<file path="config.mk">
export PLATFORM = sky130hd
export DESIGN_NAME = epsoc_queue
export DESIGN_NICKNAME = d
export VERILOG_FILES = /design/src/rtl/epsoc_pkg.sv /design/src/rtl/epsoc_queue.sv
export VERILOG_INCLUDE_DIRS = /design/src /design/src/rtl
export SDC_FILE = /design/constraint.sdc
export NUM_CORES = 1
export LEC_CHECK = 0
export ABC_CLOCK_PERIOD_IN_PS = 1700
export BUFFER_PORTS_ARGS = -buffer_cell sky130_fd_sc_hd__buf_2
export CORE_ASPECT_RATIO = 0.5
export CORE_MARGIN = 3
export CORE_UTILIZATION = 43
export CTS_CLUSTER_SIZE = 40
export DETAILED_ROUTE_END_ITERATION = 8
export PLACE_DENSITY = 0.82
export SLEW_MARGIN = 0
export SYNTH_ARGS = -nofsm -noshare
export SYNTH_HDL_FRONTEND = slang
export SYNTH_SLANG_ARGS = --single-unit
export TNS_END_PERCENT = 10
</file>
<file path="constraint.sdc">
create_clock -name clk -period 1.7 [get_ports clk]
set_input_delay 0.255 -clock clk [delete_from_list [all_inputs] [get_ports clk]]
set_output_delay 0.255 -clock clk [all_outputs]
set_load 0.01 [all_outputs]
</file>
<file path="src/rtl/exp_pitch_sine_oscillator_core_defines.svh">
// ----------------------------------------------------------------------------
// Assertion macros shared by the oscillator core files
// ----------------------------------------------------------------------------
`ifndef EXP_PITCH_SINE_OSCILLATOR_CORE_DEFINES_SVH
`define EXP_PITCH_SINE_OSCILLATOR_CORE_DEFINES_SVH

// Same-cycle implication, disabled while reset is asserted
`define EPSOC_ASSERT_IMPLIES(label, clk, rst_n, cond, prop, msg) \
	label: assert property (@(posedge clk) disable iff (!rst_n) (cond) |-> (prop)) \
		else $error(msg);

// Next-cycle implication, disabled while reset is asserted
`define EPSOC_ASSERT_NEXT(label, clk, rst_n, cond, prop, msg) \
	label: assert property (@(posedge clk) disable iff (!rst_n) (cond) |=> (prop)) \
		else $error(msg);

`endif

</file>
<file path="src/rtl/epsoc_pkg.sv">
// ----------------------------------------------------------------------------
// epsoc_pkg
// Shared types and constants of the exponential-pitch sine oscillator.
// ----------------------------------------------------------------------------
package epsoc_pkg;

	// Configuration register indexes
	localparam logic REG_PITCH_KNOB     = 1'b0;
	localparam logic REG_BASE_INCREMENT = 1'b1;

	// Reset values of the configuration registers
	localparam logic signed [14:0] PITCH_KNOB_RESET     = 15'sd0;
	localparam logic        [27:0] BASE_INCREMENT_RESET = 28'd25480161;

	// Pitch saturates at plus or minus four volts (Q.12)
	localparam logic signed [16:0] PITCH_LIMIT = 17'sd16384;

	// Classified pitch request: whole octaves and fraction of an octave
	typedef struct packed {
		logic [3:0]  oct;
		logic [11:0] frac;
	} epsoc_pitch_t;

endpackage

</file>
<file path="src/rtl/epsoc_queue.sv">
// ----------------------------------------------------------------------------
// epsoc_queue
// Small synchronous FIFO with push/full and pop/empty handshakes.
// ----------------------------------------------------------------------------
`include "exp_pitch_sine_oscillator_core_defines.svh"

module epsoc_queue import epsoc_pkg::*; #(
	parameter int WIDTH = 16,
	parameter int DEPTH = 2
) (
	input  logic             clk,
	input  logic             arst_n,
	input  logic             wr_en,
	input  logic [WIDTH-1:0] wr_data,
	output logic             full,
	input  logic             rd_en,
	output logic [WIDTH-1:0] rd_data,
	output logic             empty
);

	localparam int PTR_W = (DEPTH > 1) ? $clog2(DEPTH) : 1;
	localparam int CNT_W = $clog2(DEPTH + 1);

	logic [WIDTH-1:0] mem_q [DEPTH];
	logic [PTR_W-1:0] wr_ptr_q;
	logic [PTR_W-1:0] rd_ptr_q;
	logic [CNT_W-1:0] count_q;
	logic             do_wr;
	logic             do_rd;

	assign full    = (count_q == CNT_W'(DEPTH));
	assign empty   = (count_q == '0);
	assign do_wr   = wr_en && !full;
	assign do_rd   = rd_en && !empty;
	assign rd_data = mem_q[rd_ptr_q];

	// Storage
	always_ff @(posedge clk) begin
		if (do_wr) begin
			mem_q[wr_ptr_q] <= wr_data;
		end
	end

	// Pointers and fill count
	always_ff @(posedge clk or negedge arst_n) begin
		if (!arst_n) begin
			wr_ptr_q <= '0;
			rd_ptr_q <= '0;
			count_q  <= '0;
		end else begin
			if (do_wr) begin
				wr_ptr_q <= (wr_ptr_q == PTR_W'(DEPTH - 1)) ? '0 : wr_ptr_q + 1'b1;
			end
			if (do_rd) begin
				rd_ptr_q <= (rd_ptr_q == PTR_W'(DEPTH - 1)) ? '0 : rd_ptr_q + 1'b1;
			end
			unique case ({do_wr, do_rd})
				2'b10:   count_q <= count_q + 1'b1;
				2'b01:   count_q <= count_q - 1'b1;
				default: count_q <= count_q;
			endcase
		end
	end

	`EPSOC_ASSERT_IMPLIES(a_count_bound, clk, arst_n, 1'b1, count_q <= CNT_W'(DEPTH), "queue overfilled")
	`EPSOC_ASSERT_NEXT(a_write_fills, clk, arst_n, do_wr && !do_rd, !empty, "write lost")

endmodule

</file>
==> results.json <==
{
  "slew_viol_final": 0,
  "clock_sinks": 36,
  "syn2layout_area_growth_pct": 23.0,
  "core-area_mm2": 0.00285,
  "cts-root-buf": "clkbuf_8",
  "nFillCells": 204,
  "crit_type": "flip-flop to output port",
  "fin_util": 0.606,
  "relSlewSlack": 0.848,
  "diodes": 0,
  "drive_gt1_frac": 0.552,
  "globalplace.congestion": 0.660,
  "syn_area_mm2": 0.00140,
  "stdcell_count": 153,
  "regToRegEndpoint": "count_q[1]$_DFFE_PN0P_",
  "cts_tree": "yes",
  "ff2ff_setup_slack_ps": 260,
  "setup_viol": 0,
  "dp_hpwl_um": 1650,
  "ys_ff_latch": 36,
  "syn_inst": 68,
  "crit_fanout": 12,
  "syn_nets": 89,
  "rsz0062_at_grt": "false",
  "antenna_found_initial": 0,
  "numPortBuffers": 37,
  "r2r-start": "count_q[0]$_DFFE_PN0P_",
  "cp-end-kind": "output port",
  "die_area_mm2": 0.00402,
  "overflow": 0,
  "finClkSkew_ps": 2.42,
  "grt_first_pass_wirelength_um": 3360,
  "antenna_left": 0,
  "h-tree-depth": 2,
  "multiInputGateArea_um2": 309,
  "clk_latency_ps": 270,
  "wl_um": 2200,
  "fmax_ghz": 0.625,
  "cts_buffers": 5,
  "final_nets": 136,
  "initial_core_util": 0.493,
  "yosysWarnings": 0,
  "hold_viol": 0,
  "placed_cells": 144,
  "gr-usage-all-layers": 0.120,
  "num_vias": 702,
  "firstDrtPassIters": 2,
  "worst_slew_pin_slew_ps": 228,
  "routed_via_density": 4.59,
  "yosysTopAreaCellShare": 0.685,
  "fin_crit_ps": 1600,
  "drc": 0,
  "p_leak_nw": 0.708,
  "peakVddDrop_uv": 774,
  "clk_pin_slew_ps": 60,
  "grt_max_degree": 17,
  "regArea_mm2": 0.00106,
  "grt_pass1_vias": 728,
  "maxCapViolations": 0,
  "holdPathStages": 1,
  "dieHeight_um": 46.4,
  "start_kind": "flip-flop",
  "ys_top_cells_by_area": "edfxtp_1 (69%), mux2_4 (9.6%), dfrtp_1 (7.1%), mux2_2 (5.6%), xnor2_1 (1.9%)",
  "row_count": 13,
  "tns_ps": 0,
  "worstRegToRegCells": 5,
  "drt_iter0_markers": 27,
  "ios": 38,
  "avgSynthCellArea_um2": 20.6,
  "yosys.area.top_type": "edfxtp_1",
  "crit_arrival_ps": 1350,
  "hp-start": "wr_data[0]",
  "cp_data_required_time_ps": 1440,
  "powerDensity_mw_per_mm2": 1660,
  "status": "complete, no violations",
  "cts_max_path_buffers": 2,
  "die_x_um": 86.8,
  "yosys.cell_types.count": 15,
  "timing.final.crit_share": 0.942,
  "min_path_type": "primary input to flip-flop",
  "hold_end": "mem_q[0][0]$_DFFE_PP_",
  "wire_per_inst_um": 14.4,
  "ys_seq_area_frac": 0.756
}
cell type report:
cell class,instances,share of cell area
flip-flops and latches,36,0.615
well taps,37,0.0268
repair buffers,42,0.131
clock inverters,1,0.00218
multi-input cells,29,0.179
inverters,1,0.00218
clock buffers,7,0.0442
stage by stage:
stage	setup WS, ps	cell area [µm²]	total power, mW	hold slack [ps]
2_1_floorplan	233	1410	2.06	-40.6
6_report	98.9	1730	2.87	171
3_5_place_dp	245	1640	2.37	69.8
5_1_grt	35.8	1730	3.04	153
4_1_cts	80.4	1730	2.91	162
3_3_place_gp	385	1640	2.33	68.8
state kept, by name, indices dropped and copies added, names as in the netlist:
name,cells
wr_ptr_q,1
rd_ptr_q,1
count_q,2
mem_q,32
worst max-delay path by stage:
stage | cells after the start | start | endpoint
final | 3 | rd_ptr_q$_DFFE_PN0P_ | rd_data[2]
after global routing | 3 | rd_ptr_q$_DFFE_PN0P_ | rd_data[4]
after CTS | 3 | rd_ptr_q$_DFFE_PN0P_ | rd_data[2]
after detailed placement | 5 | count_q[0]$_DFFE_PN0P_ | count_q[1]$_DFFE_PN0P_
after global placement | 5 | count_q[0]$_DFFE_PN0P_ | count_q[1]$_DFFE_PN0P_
after floorplan | 3 | count_q[0]$_DFFE_PN0P_ | mem_q[0][0]$_DFFE_PP_
cells in the mapped netlist:
library cell,count
edfxtp_1,32
and3_1,1
inv_1,1
xor2_1,2
xnor2_1,3
nand2b_1,1
dfrtp_1,4
nor2b_2,1
mux2_4,9
ha_1,1
nor2_1,3
nand2_1,1
mux2_2,7
buf_12,1
buf_6,1
kinds of logic after synthesis:
| family | share of synthesized area |
|---|---|
| adder cells (fa/ha/maj) | 0.00892 |
| AND/OR/NAND/NOR | 0.0259 |
| flip-flops | 0.756 |
| multiplexers | 0.153 |
| XOR/XNOR | 0.0312 |
| buffers and inverters | 0.0250 |
what timing repair did:
item | in CTS | in global routing
gates resized for setup | 0 | 0
hold buffers | 1 | 0
setup buffers | 0 | 0
hold endpoints to repair | 4 | 0
placed cells by master, fill, tap and decap left out, drive strengths merged:
cell type    Yosys  layout
nor2b            1       1
xnor2            3       3
edfxtp          32      32
nand2b           1       1
xor2             2       2
mux2            16      16
dfrtp            4       4
clkinv           0       1
nor2             3       3
and3             1       1
nand2            1       1
clkbuf           0       7
inv              1       1
ha               1       1
buf              2      41
dlygate4sd3      0       1
routing by layer:
layer  vias up  share of wire  track usage
li1        348              -            -
met1       340           0.38        0.122
met2        14           0.57        0.236
met3         0          0.041       0.0446
met4         0              0       0.0373
met5         -              0            0
power breakdown:
group / total, mW / internal (mW) / switching, mW
registers: 1.31 / 1.22 / 0.0870
clock network: 0.536 / 0.284 / 0.252
logic: 1.02 / 0.523 / 0.497
total: 2.87 / 2.03 / 0.836
critical path, stage by stage (launching register included):
cell and delay [ps]:
dfrtp_1 340, buf_4 240, mux2_2 360, buf_2 140
(Power assumes the default switching activity.)
