`config.mk`:
```
export PLATFORM = sky130hd
export DESIGN_NAME = epsoc_front
export DESIGN_NICKNAME = d
export VERILOG_FILES = /design/src/rtl/exp_pitch_sine_oscillator_core_defines.svh /design/src/rtl/epsoc_pkg.sv /design/src/rtl/epsoc_front.sv
export SDC_FILE = /design/constraint.sdc
export NUM_CORES = 1
export LEC_CHECK = 0
export ABC_AREA = 1
export BUFFER_PORTS_ARGS = -buffer_cell sky130_fd_sc_hd__clkbuf_2
export CAP_MARGIN = 0
export CORE_ASPECT_RATIO = 1.2
export CORE_UTILIZATION = 33
export DETAILED_ROUTE_END_ITERATION = 7
export GPL_TIMING_DRIVEN = 0
export PLACE_DENSITY = 0.63
export SLEW_MARGIN = 20
export SYNTH_ARGS = -nofsm -noshare
export SYNTH_HDL_FRONTEND = slang
export SYNTH_SLANG_ARGS = --single-unit
```
`constraint.sdc`:
```
create_clock -name vclk -period 4.05
set_input_delay 0.81 -clock vclk [all_inputs]
set_output_delay 0.81 -clock vclk [all_outputs]
set_load 0.02 [all_outputs]
```
`src/rtl/exp_pitch_sine_oscillator_core_defines.svh`:
```
// ----------------------------------------------------------------------------
// Assertion macros shared by the oscillator core files
// ----------------------------------------------------------------------------
`ifndef EXP_PITCH_SINE_OSCILLATOR_CORE_DEFINES_SVH
`define EXP_PITCH_SINE_OSCILLATOR_CORE_DEFINES_SVH

// Same-cycle implication, disabled while reset is asserted
`define EPSOC_ASSERT_IMPLIES(label, clk, rst_n, cond, prop, msg) \
	label: assert property (@(posedge clk) disable iff (!rst_n) (cond) |-> (prop)) \
		else $error(msg);

// Next-cycle implication, disabled while reset is asserted
`define EPSOC_ASSERT_NEXT(label, clk, rst_n, cond, prop, msg) \
	label: assert property (@(posedge clk) disable iff (!rst_n) (cond) |=> (prop)) \
		else $error(msg);

`endif

```
`src/rtl/epsoc_pkg.sv`:
```
// ----------------------------------------------------------------------------
// epsoc_pkg
// Shared types and constants of the exponential-pitch sine oscillator.
// ----------------------------------------------------------------------------
package epsoc_pkg;

	// Configuration register indexes
	localparam logic REG_PITCH_KNOB     = 1'b0;
	localparam logic REG_BASE_INCREMENT = 1'b1;

	// Reset values of the configuration registers
	localparam logic signed [14:0] PITCH_KNOB_RESET     = 15'sd0;
	localparam logic        [27:0] BASE_INCREMENT_RESET = 28'd25480161;

	// Pitch saturates at plus or minus four volts (Q.12)
	localparam logic signed [16:0] PITCH_LIMIT = 17'sd16384;

	// Classified pitch request: whole octaves and fraction of an octave
	typedef struct packed {
		logic [3:0]  oct;
		logic [11:0] frac;
	} epsoc_pitch_t;

endpackage

```
`src/rtl/epsoc_front.sv`:
```
// ----------------------------------------------------------------------------
// epsoc_front
// Adds the knob offset to the pitch CV, clamps to +/-4 V and splits the
// result into whole octaves and octave fraction.
// ----------------------------------------------------------------------------
module epsoc_front import epsoc_pkg::*; (
	input  logic signed [14:0] pitch_knob,
	input  logic signed [15:0] pitch_cv,
	output epsoc_pitch_t       item
);

	logic signed [16:0] sum;
	logic signed [16:0] clamped;
	logic        [15:0] offset;

	// Offset and saturate
	always_comb begin
		sum = 17'(pitch_knob) + 17'(pitch_cv);
		priority if (sum > PITCH_LIMIT) begin
			clamped = PITCH_LIMIT;
		end else if (sum < -PITCH_LIMIT) begin
			clamped = -PITCH_LIMIT;
		end else begin
			clamped = sum;
		end
	end

	// Shift to 0..8 V, then octave and fraction
	assign offset    = 16'(clamped + PITCH_LIMIT);
	assign item.oct  = offset[15:12];
	assign item.frac = offset[11:0];

endmodule

```
==> impl_metrics.csv, run 1 <==
group,metric,value,unit
logic_synthesis,synth.top_cell.area_share,25.58,%
global_routing,grt_pass1_wl,5.402,mm
place,dp_hpwl,2.868,mm
global_routing,grtUsageMet3,0.1783,%
sta,period_minus_slack,3797,ps
sta,rsz0062_at_grt,"false",
logic_synthesis,syn-cell-area,0.001350,mm²
worst_setup_path,crit_arrival,2990,ps
logic_synthesis,synth_xor_area_share,1.297,%
logic_synthesis,yosysUniqueCellTypes,28,
cells_and_area,multiInputGateArea,0.001149,mm²
cells_and_area,nClkBuffers,0,
logic_synthesis,synthSimpleGateAreaFrac,49.95,%
sta,worst_pin_slew,221.6,ps
floorplan,die_x,60.39,µm
clock_network,cts_setup_buffers,0,
place,placed_cells,350,
logic_synthesis,ys_seq_area_share,0,%
pwr,power_density,207.4,mW/mm²
worst_setup_path,worstPathRequired,3240,ps
logic_synthesis,synth.net_count,297,
logic_synthesis,netlist_instances,249,
global_routing,overflow,0,
sta,max_freq,263.4,MHz
flow_run,maxCapViolations,0,
worst_setup_path,crit_family,"simple AND/OR/NAND/NOR gates",
logic_synthesis,synth_compound_area_share,17.15,%
route,drtAntennaViolNets,0,
sta,report.final.slew_viol_count,0,
route,wire_per_inst,8.886,µm
floorplan,start_util,34.25,%
floorplan,die_y,72.07,µm
cells_and_area,final_cells,350,
cells_and_area,drive_above_1_share,28.38,%
sta,post-route-period-util,93.76,%
worst_setup_path,cp-end-kind,"output pin",
logic_synthesis,synthTopCellsByArea,"nand2_1 26%, ha_1 15%, inv_1 13%",
floorplan,die_area,0.004352,mm²
pwr,p_leak,1.020,nW
worst_setup_path,crit_fanout,10,
logic_synthesis,muxShareOfSynthArea,0,%
sta,hold_viol_final,0,
cells_and_area,n_antenna_cell,0,
logic_synthesis,synthAdderAreaFrac,16.31,%
cells_and_area,final_core_util,42.06,%
floorplan,num_rows,25,
logic_synthesis,yosys_warnings,0,
route,drtPass1Iterations,4,
global_routing,grt_use_total,15.24,%
route,routed_wl,3.110,mm
sta,slew_headroom,85.19,%
worst_hold_path,hold_class,"primary input to output pin",
worst_setup_path,slowest_stage,"fa_1",
pwr,ir_worst_vdd,0.07130,mV
cells_and_area,seq_area,0,µm²
sta,setup_viol,0,
route,vias,1590,
worst_setup_path,critical_path.max_stage_delay,470,ps
logic_synthesis,synth_top_family_by_area,"simple AND/OR/NAND/NOR gates",
global_routing,antenna_found_initial,0,
place,routabilityCongestion,0.8396,
cells_and_area,nets,346,
route,drc,0,
logic_synthesis,synth_top_area_cell,"nand2_1",
cells_and_area,area_delta_synth_final,22.80,%
cells_and_area,fill_cells,466,
floorplan,core-area,0.003941,mm²
run_status,status,"finished clean",
global_routing,grtUsageMet2,31.26,%
worst_setup_path,path_cells,"clkbuf_2 -> ha_1 -> inv_1 -> fa_1 -> inv_1 -> or2_2 -> nor2_1 -> nand3_1 -> nor2_1 -> nand3_1 -> nor2_4 -> nand3_4 -> buf_6 -> a21oi_2 -> clkbuf_2",
route,drt-initial-drc-count,25,
place,place.port_buffers,47,
worst_setup_path,critPathBufInv,5,
global_routing,grt_busiest_layer,"met2",
global_routing,grt_max_degree,11,
global_routing,use_met1,17.19,%
route,vias_per_cell,4.543,
sta,setup-tns-final,0,ps
worst_setup_path,path_class,"primary input to output pin",
global_routing,grt_pass1_vias,1411,
logic_synthesis,synth_area_per_cell,5.422,µm²
worst_setup_path,start_kind,"primary input",
cells_and_area,seq_cells,0,
floorplan,ios,47,
==> cells in the mapped netlist, types with 2 or more instances <==
| cell | n |
|---|---|
| ha_1 | 16 |
| nand3_2 | 2 |
| buf_6 | 3 |
| inv_1 | 45 |
| nor2_1 | 16 |
| nand3_1 | 17 |
| nor2_2 | 3 |
| a21oi_2 | 11 |
| nand2_1 | 92 |
| nand2_2 | 8 |
| o21bai_1 | 3 |
| and2_1 | 2 |
| nand4_1 | 2 |
| a21oi_1 | 15 |
==> per-layer routing <==
metal | vias up | wire, µm
li1 | 872 | -
met3 | 2 | 78
met1 | 687 | 1322
met4 | 0 | 19
met2 | 29 | 1690
met5 | - | 0
==> per-stage QoR <==
stage / area, µm² / setup WS, ps / power (W) / hold slack (ps)
after floorplan: 1350 / 484.9 / 0.0002607 / 1971
after global placement: 1653 / 227.5 / 0.0003423 / 2164
after detailed placement: 1653 / 207.9 / 0.0003457 / 2158
after CTS: 1653 / 203.7 / 0.0003470 / 2160
after global routing: 1658 / 42.16 / 0.0003884 / 2206
final: 1658 / 252.8 / 0.0003438 / 2153
==> layout make-up <==
| class | count | area share [%] |
|---|---|---|
| buffer | 3 | 2.038 |
| multi-input combinational | 200 | 69.28 |
| inverter | 46 | 10.42 |
| timing repair buffer | 47 | 14.19 |
| tap | 54 | 4.075 |
==> cells in the final DEF, fill, tap and decap left out, types with 2 or more instances in the layout <==
cell type  count
a21oi_1       15
a21oi_2       11
and2_1         2
buf_6          3
clkbuf_2      47
ha_1          16
inv_1         45
nand2_1       91
nand2_2        9
nand3_1       17
nand3_2        2
nand4_1        2
nor2_1        15
nor2_2         4
o21bai_1       3
==> path summary, 6_finish.rpt <==
check,start,endpoint,slack [ps],cells past startpoint
setup / recovery,pitch_knob[0],item[5],250,15
hold / removal,pitch_cv[0],item[0],2150,5
==> worst min-delay path, cell delays in order <==
cell and delay [ps]:
clkbuf_2 80, ha_1 220, nand2_1 60, a21oi_1 40, clkbuf_2 140
==> cells by family (layout without fill, tap and decap cells) <==
group           after synthesis  count (layout)
xor+xnor                      2               2
buf+inv                      49              96
compound gates               32              32
simple gates                149             149
fa+ha+maj                    17              17
==> power by group <==
group          leakage (nW)  switching, W  internal [W]  total [W]
clock network             0             0             0          0
registers                 0             0             0          0
logic                  1.02      0.000219      0.000125   0.000344
total                  1.02      0.000219      0.000125   0.000344
==> timing repair <==
action	CTS	global route
hold buffers	0	0
hold endpoints to repair	0	0
setup endpoints to repair	0	3
gates resized for setup	0	2
Power figures use the tool's default switching activity.
==> run 2, diff against run 1 <==
--- a/config.mk
+++ b/config.mk
@@ -12,7 +12,7 @@
 export CORE_UTILIZATION = 33
 export DETAILED_ROUTE_END_ITERATION = 7
 export GPL_TIMING_DRIVEN = 0
-export PLACE_DENSITY = 0.63
+export PLACE_DENSITY = 0.56
 export SLEW_MARGIN = 20
 export SYNTH_ARGS = -nofsm -noshare
 export SYNTH_HDL_FRONTEND = slang
==> impl_metrics.csv, run 2 (synthesized netlist as in run 1, its figures left out) <==
group,metric,value,unit
route,routed_wl,3.169,mm
sta,slew_headroom,80.94,%
clock_network,cts_hold_buf,0,
place,placed_cells,350,
worst_setup_path,crit_family,"simple AND/OR/NAND/NOR gates",
cells_and_area,seq_cells,0,
cells_and_area,final_cells,350,
cells_and_area,nets,346,
cells_and_area,seq_area,0,µm²
cells_and_area,layout_commonest_cell,"nand2_1",
floorplan,core-area,0.003941,mm²
sta,setup-tns-final,0,ps
sta,worst_pin_slew,286.0,ps
global_routing,grt_pass1_vias,1386,
cells_and_area,n_antenna_cell,0,
sta,report.final.slew_viol_count,0,
route,drtAntennaViolNets,0,
pwr,power.total,0.0003434,W
floorplan,start_util,34.25,%
cells_and_area,drive_above_1_share,28.04,%
floorplan,num_rows,25,
place,dp_hpwl,2.889,mm
global_routing,overflow,0,
floorplan,die_x,60.39,µm
worst_setup_path,cp-end-kind,"output pin",
run_status,status,"finished clean",
global_routing,grt_pass1_wl,5.416,mm
pwr,ir_worst_vdd,0.06519,mV
sta,hold_viol_final,0,
cells_and_area,area_delta_synth_final,22.61,%
global_routing,grt_max_degree,11,
place,routabilityCongestion,0.8355,
worst_hold_path,hold_class,"primary input to output pin",
flow_run,maxCapViolations,0,
worst_setup_path,slowest_stage,"fa_1",
floorplan,die_area,0.004352,mm²
sta,max_freq,260.9,MHz
worst_setup_path,crit_arrival,3020,ps
cells_and_area,layout_common_cells,"92 x nand2_1, 47 x clkbuf_2, 45 x inv_1",
sta,setup_viol,0,
global_routing,antenna_found_initial,0,
cells_and_area,nClkBuffers,0,
place,place.port_buffers,47,
worst_setup_path,worstPathRequired,3240,ps
sta,rsz0062_at_grt,"false",
worst_setup_path,crit_fanout,10,
pwr,p_leak,1.020,nW
floorplan,ios,47,
worst_setup_path,path_class,"primary input to output pin",
route,drtPass1Iterations,4,
clock_network,cts_setup_buffers,0,
route,vias_per_cell,4.537,
pwr,power_density,207.5,mW/mm²
route,wire_per_inst,9.054,µm
worst_setup_path,critPathBufInv,5,
worst_setup_path,critical_path.max_stage_delay,480,ps
route,drc,0,
sta,fin_hold_ws,2144,ps
sta,period_minus_slack,3834,ps
worst_setup_path,start_kind,"primary input",
route,vias,1588,
worst_setup_path,path_cells,"clkbuf_2 -> ha_1 -> inv_1 -> fa_1 -> inv_1 -> or2_2 -> nor2_1 -> nand3_1 -> nor2_1 -> nand3_1 -> nor2_4 -> nand3_4 -> buf_6 -> a21oi_2 -> clkbuf_2",
floorplan,die_y,72.07,µm
global_routing,grt_use_total,15.32,%
route,drt-initial-drc-count,50,
sta,post-route-period-util,94.66,%
clock_network,cts-resized-gates,0,
run 2: stage by stage:
stage	worst slack (ps)	util [%]	instance area (µm²)
after detailed placement	209.8	41.94	1653
after floorplan	484.9	-	1350
after global placement	217.1	41.94	1653
after CTS	197.2	41.94	1653
after global routing	10.81	42.00	1655
final	216.4	42.00	1655
run 2: report_power, final:
| part | leakage (nW) | internal [W] | switching [W] |
|---|---|---|---|
| clock network | 0 | 0 | 0 |
| logic | 1.02 | 0.000125 | 0.000218 |
| registers | 0 | 0 | 0 |
run 2: final cells by class:
type | instances | area [µm²]
buffer | 3 | 33.78
inverter | 46 | 172.7
multi-input combinational | 200 | 1146
tap | 54 | 67.56
timing repair buffer | 47 | 235.2
fill | 469 | 2286
run 2: per-layer routing:
layer,GRT usage [%],vias up,wire [µm]
li1,-,871,-
met1,18.05,692,1373
met2,30.28,23,1700
met3,0.3565,2,70
met4,1.809,0,24
met5,0,-,0
run 2: path summary, 6_finish.rpt:
check                         start  endpoint  slack, ps  cells after the start
worst min-delay path    pitch_cv[0]   item[0]       2140                      5
worst max-delay path  pitch_knob[0]   item[9]        220                     15
==> run 3, diff against run 2 <==
--- a/config.mk
+++ b/config.mk
@@ -6,13 +6,13 @@
 export NUM_CORES = 1
 export LEC_CHECK = 0
 export ABC_AREA = 1
-export BUFFER_PORTS_ARGS = -buffer_cell sky130_fd_sc_hd__clkbuf_2
 export CAP_MARGIN = 0
 export CORE_ASPECT_RATIO = 1.2
 export CORE_UTILIZATION = 33
 export DETAILED_ROUTE_END_ITERATION = 7
+export DONT_BUFFER_PORTS = 1
 export GPL_TIMING_DRIVEN = 0
-export PLACE_DENSITY = 0.56
+export PLACE_DENSITY = 0.46
 export SLEW_MARGIN = 20
 export SYNTH_ARGS = -nofsm -noshare
 export SYNTH_HDL_FRONTEND = slang
==> impl_metrics.csv, run 3 (synthesized netlist as in run 1, its figures left out) <==
group,metric,value,unit
place,placed_area,0.001418,mm²
sta,rsz0062_at_grt,"false",
cells_and_area,layout_common_cells,"92 x nand2_1, 45 x inv_1, 17 x nand3_1",
floorplan,num_rows,25,
worst_setup_path,crit_arrival,2910,ps
place,dp_hpwl,2.865,mm
worst_setup_path,path_common_cell,"nand2_1",
global_routing,grt_pass1_wl,5.257,mm
sta,slew_headroom,54.88,%
pwr,p_leak,0.8204,nW
cells_and_area,drive_above_1_share,14.06,%
floorplan,die_x,60.39,µm
pwr,power_density,212.9,mW/mm²
global_routing,grt_pass1_vias,1228,
route,wire_per_inst,10.36,µm
place,routabilityCongestion,0.7703,
cells_and_area,seq_area,0,µm²
worst_setup_path,path_class,"primary input to output pin",
worst_hold_path,hold_class,"primary input to output pin",
floorplan,die_area,0.004352,mm²
floorplan,die_y,72.07,µm
global_routing,overflow,0,
cells_and_area,layout_commonest_cell,"nand2_1",
sta,report.final.slew_viol_count,0,
worst_setup_path,critical_path.max_stage_delay,390,ps
sta,fin_ws,329.8,ps
sta,hold_viol_final,0,
global_routing,antenna_found_initial,0,
worst_setup_path,crit_fanout,10,
worst_setup_path,start_kind,"primary input",
place,placed_cells,303,
route,vias,1386,
route,drtPass1Iterations,4,
global_routing,grt_max_degree,11,
route,routed_wl,3.140,mm
sta,max_freq,268.8,MHz
cells_and_area,seq_cells,0,
pwr,ir_worst_vdd,0.05389,mV
clock_network,cts_setup_buffers,0,
sta,worst_pin_slew,675.4,ps
flow_run,maxCapViolations,0,
route,drc,0,
cells_and_area,area_delta_synth_final,5.005,%
clock_network,cts_hold_buf,0,
place,place_ws,298.8,ps
place,place.port_buffers,0,
cells_and_area,nClkBuffers,0,
route,drt-initial-drc-count,45,
cells_and_area,design_area,0.001418,mm²
sta,setup_viol,0,
floorplan,start_util,34.25,%
cells_and_area,multiInputGateArea,0.001144,mm²
sta,period_minus_slack,3720,ps
cells_and_area,nets,299,
floorplan,core-area,0.003941,mm²
cells_and_area,n_antenna_cell,0,
route,vias_per_cell,4.574,
cells_and_area,fill_cells,486,
worst_setup_path,slowest_stage,"fa_1",
run_status,status,"finished clean",
global_routing,grt_use_total,15.14,%
sta,post-route-period-util,91.86,%
sta,setup-tns-final,0,ps
worst_setup_path,path_cells,"ha_1 -> inv_1 -> fa_1 -> inv_1 -> nand2_1 -> nand2_1 -> nand3_2 -> nand2_2 -> nand2_1 -> nand2_1 -> nand2_1 -> nand2_2 -> nand2_2 -> nor2_4 -> nand3_4 -> buf_6 -> a21oi_2",
worst_setup_path,cp-end-kind,"output pin",
worst_setup_path,worstPathRequired,3240,ps
floorplan,ios,47,
cells_and_area,final_cells,303,
clock_network,cts-resized-gates,0,
route,drtAntennaViolNets,0,
[run 3: cell types whose count changed in the layout (fill, tap and decap cells not counted)]
| cell | previous run | this run |
|---|---|---|
| clkbuf_2 | 47 | 0 |
| nor2_2 | 4 | 3 |
| nor2_1 | 15 | 16 |
[run 3: final cells by class]
cell class / count / area share [%]
multi-input cells: 200 / 80.67
well taps: 54 / 4.766
inverters: 46 / 12.18
plain buffers: 3 / 2.383
[run 3: report_power, final]
group	internal (W)	leakage (nW)	switching, W
logic	0.0000945	0.820	0.000207
clock network	0	0	0
registers	0	0	0
[run 3: worst max-delay path: cells and delay by family]
kind | cells | cell delay, ps
buf+inv | 3 | 290
simple gates | 11 | 1000
fa+ha+maj | 2 | 540
compound gates | 1 | 280
[run 3: final timing paths]
check	startpoint	endpoint	slack (ps)	cells after the start
setup / recovery	pitch_knob[0]	item[5]	330	17
hold / removal	pitch_cv[0]	item[0]	1980	3
[run 3: per-stage QoR]
step,hold slack [ps],util [%],total power [W]
after floorplan,1971,-,0.0002607
final,1982,35.97,0.0003018
after global routing,2014,35.97,0.0003439
after CTS,1988,35.97,0.0003073
after detailed placement,1988,35.97,0.0003063
after global placement,1993,35.97,0.0003058
[run 3: per-layer routing]
layer	GRT usage [%]	part of all wire [%]	vias to the layer above
li1	-	-	777
met5	0	0	-
met3	0.3565	3.2	0
met2	29.91	52	23
met4	0	0	0
met1	18.58	45	586
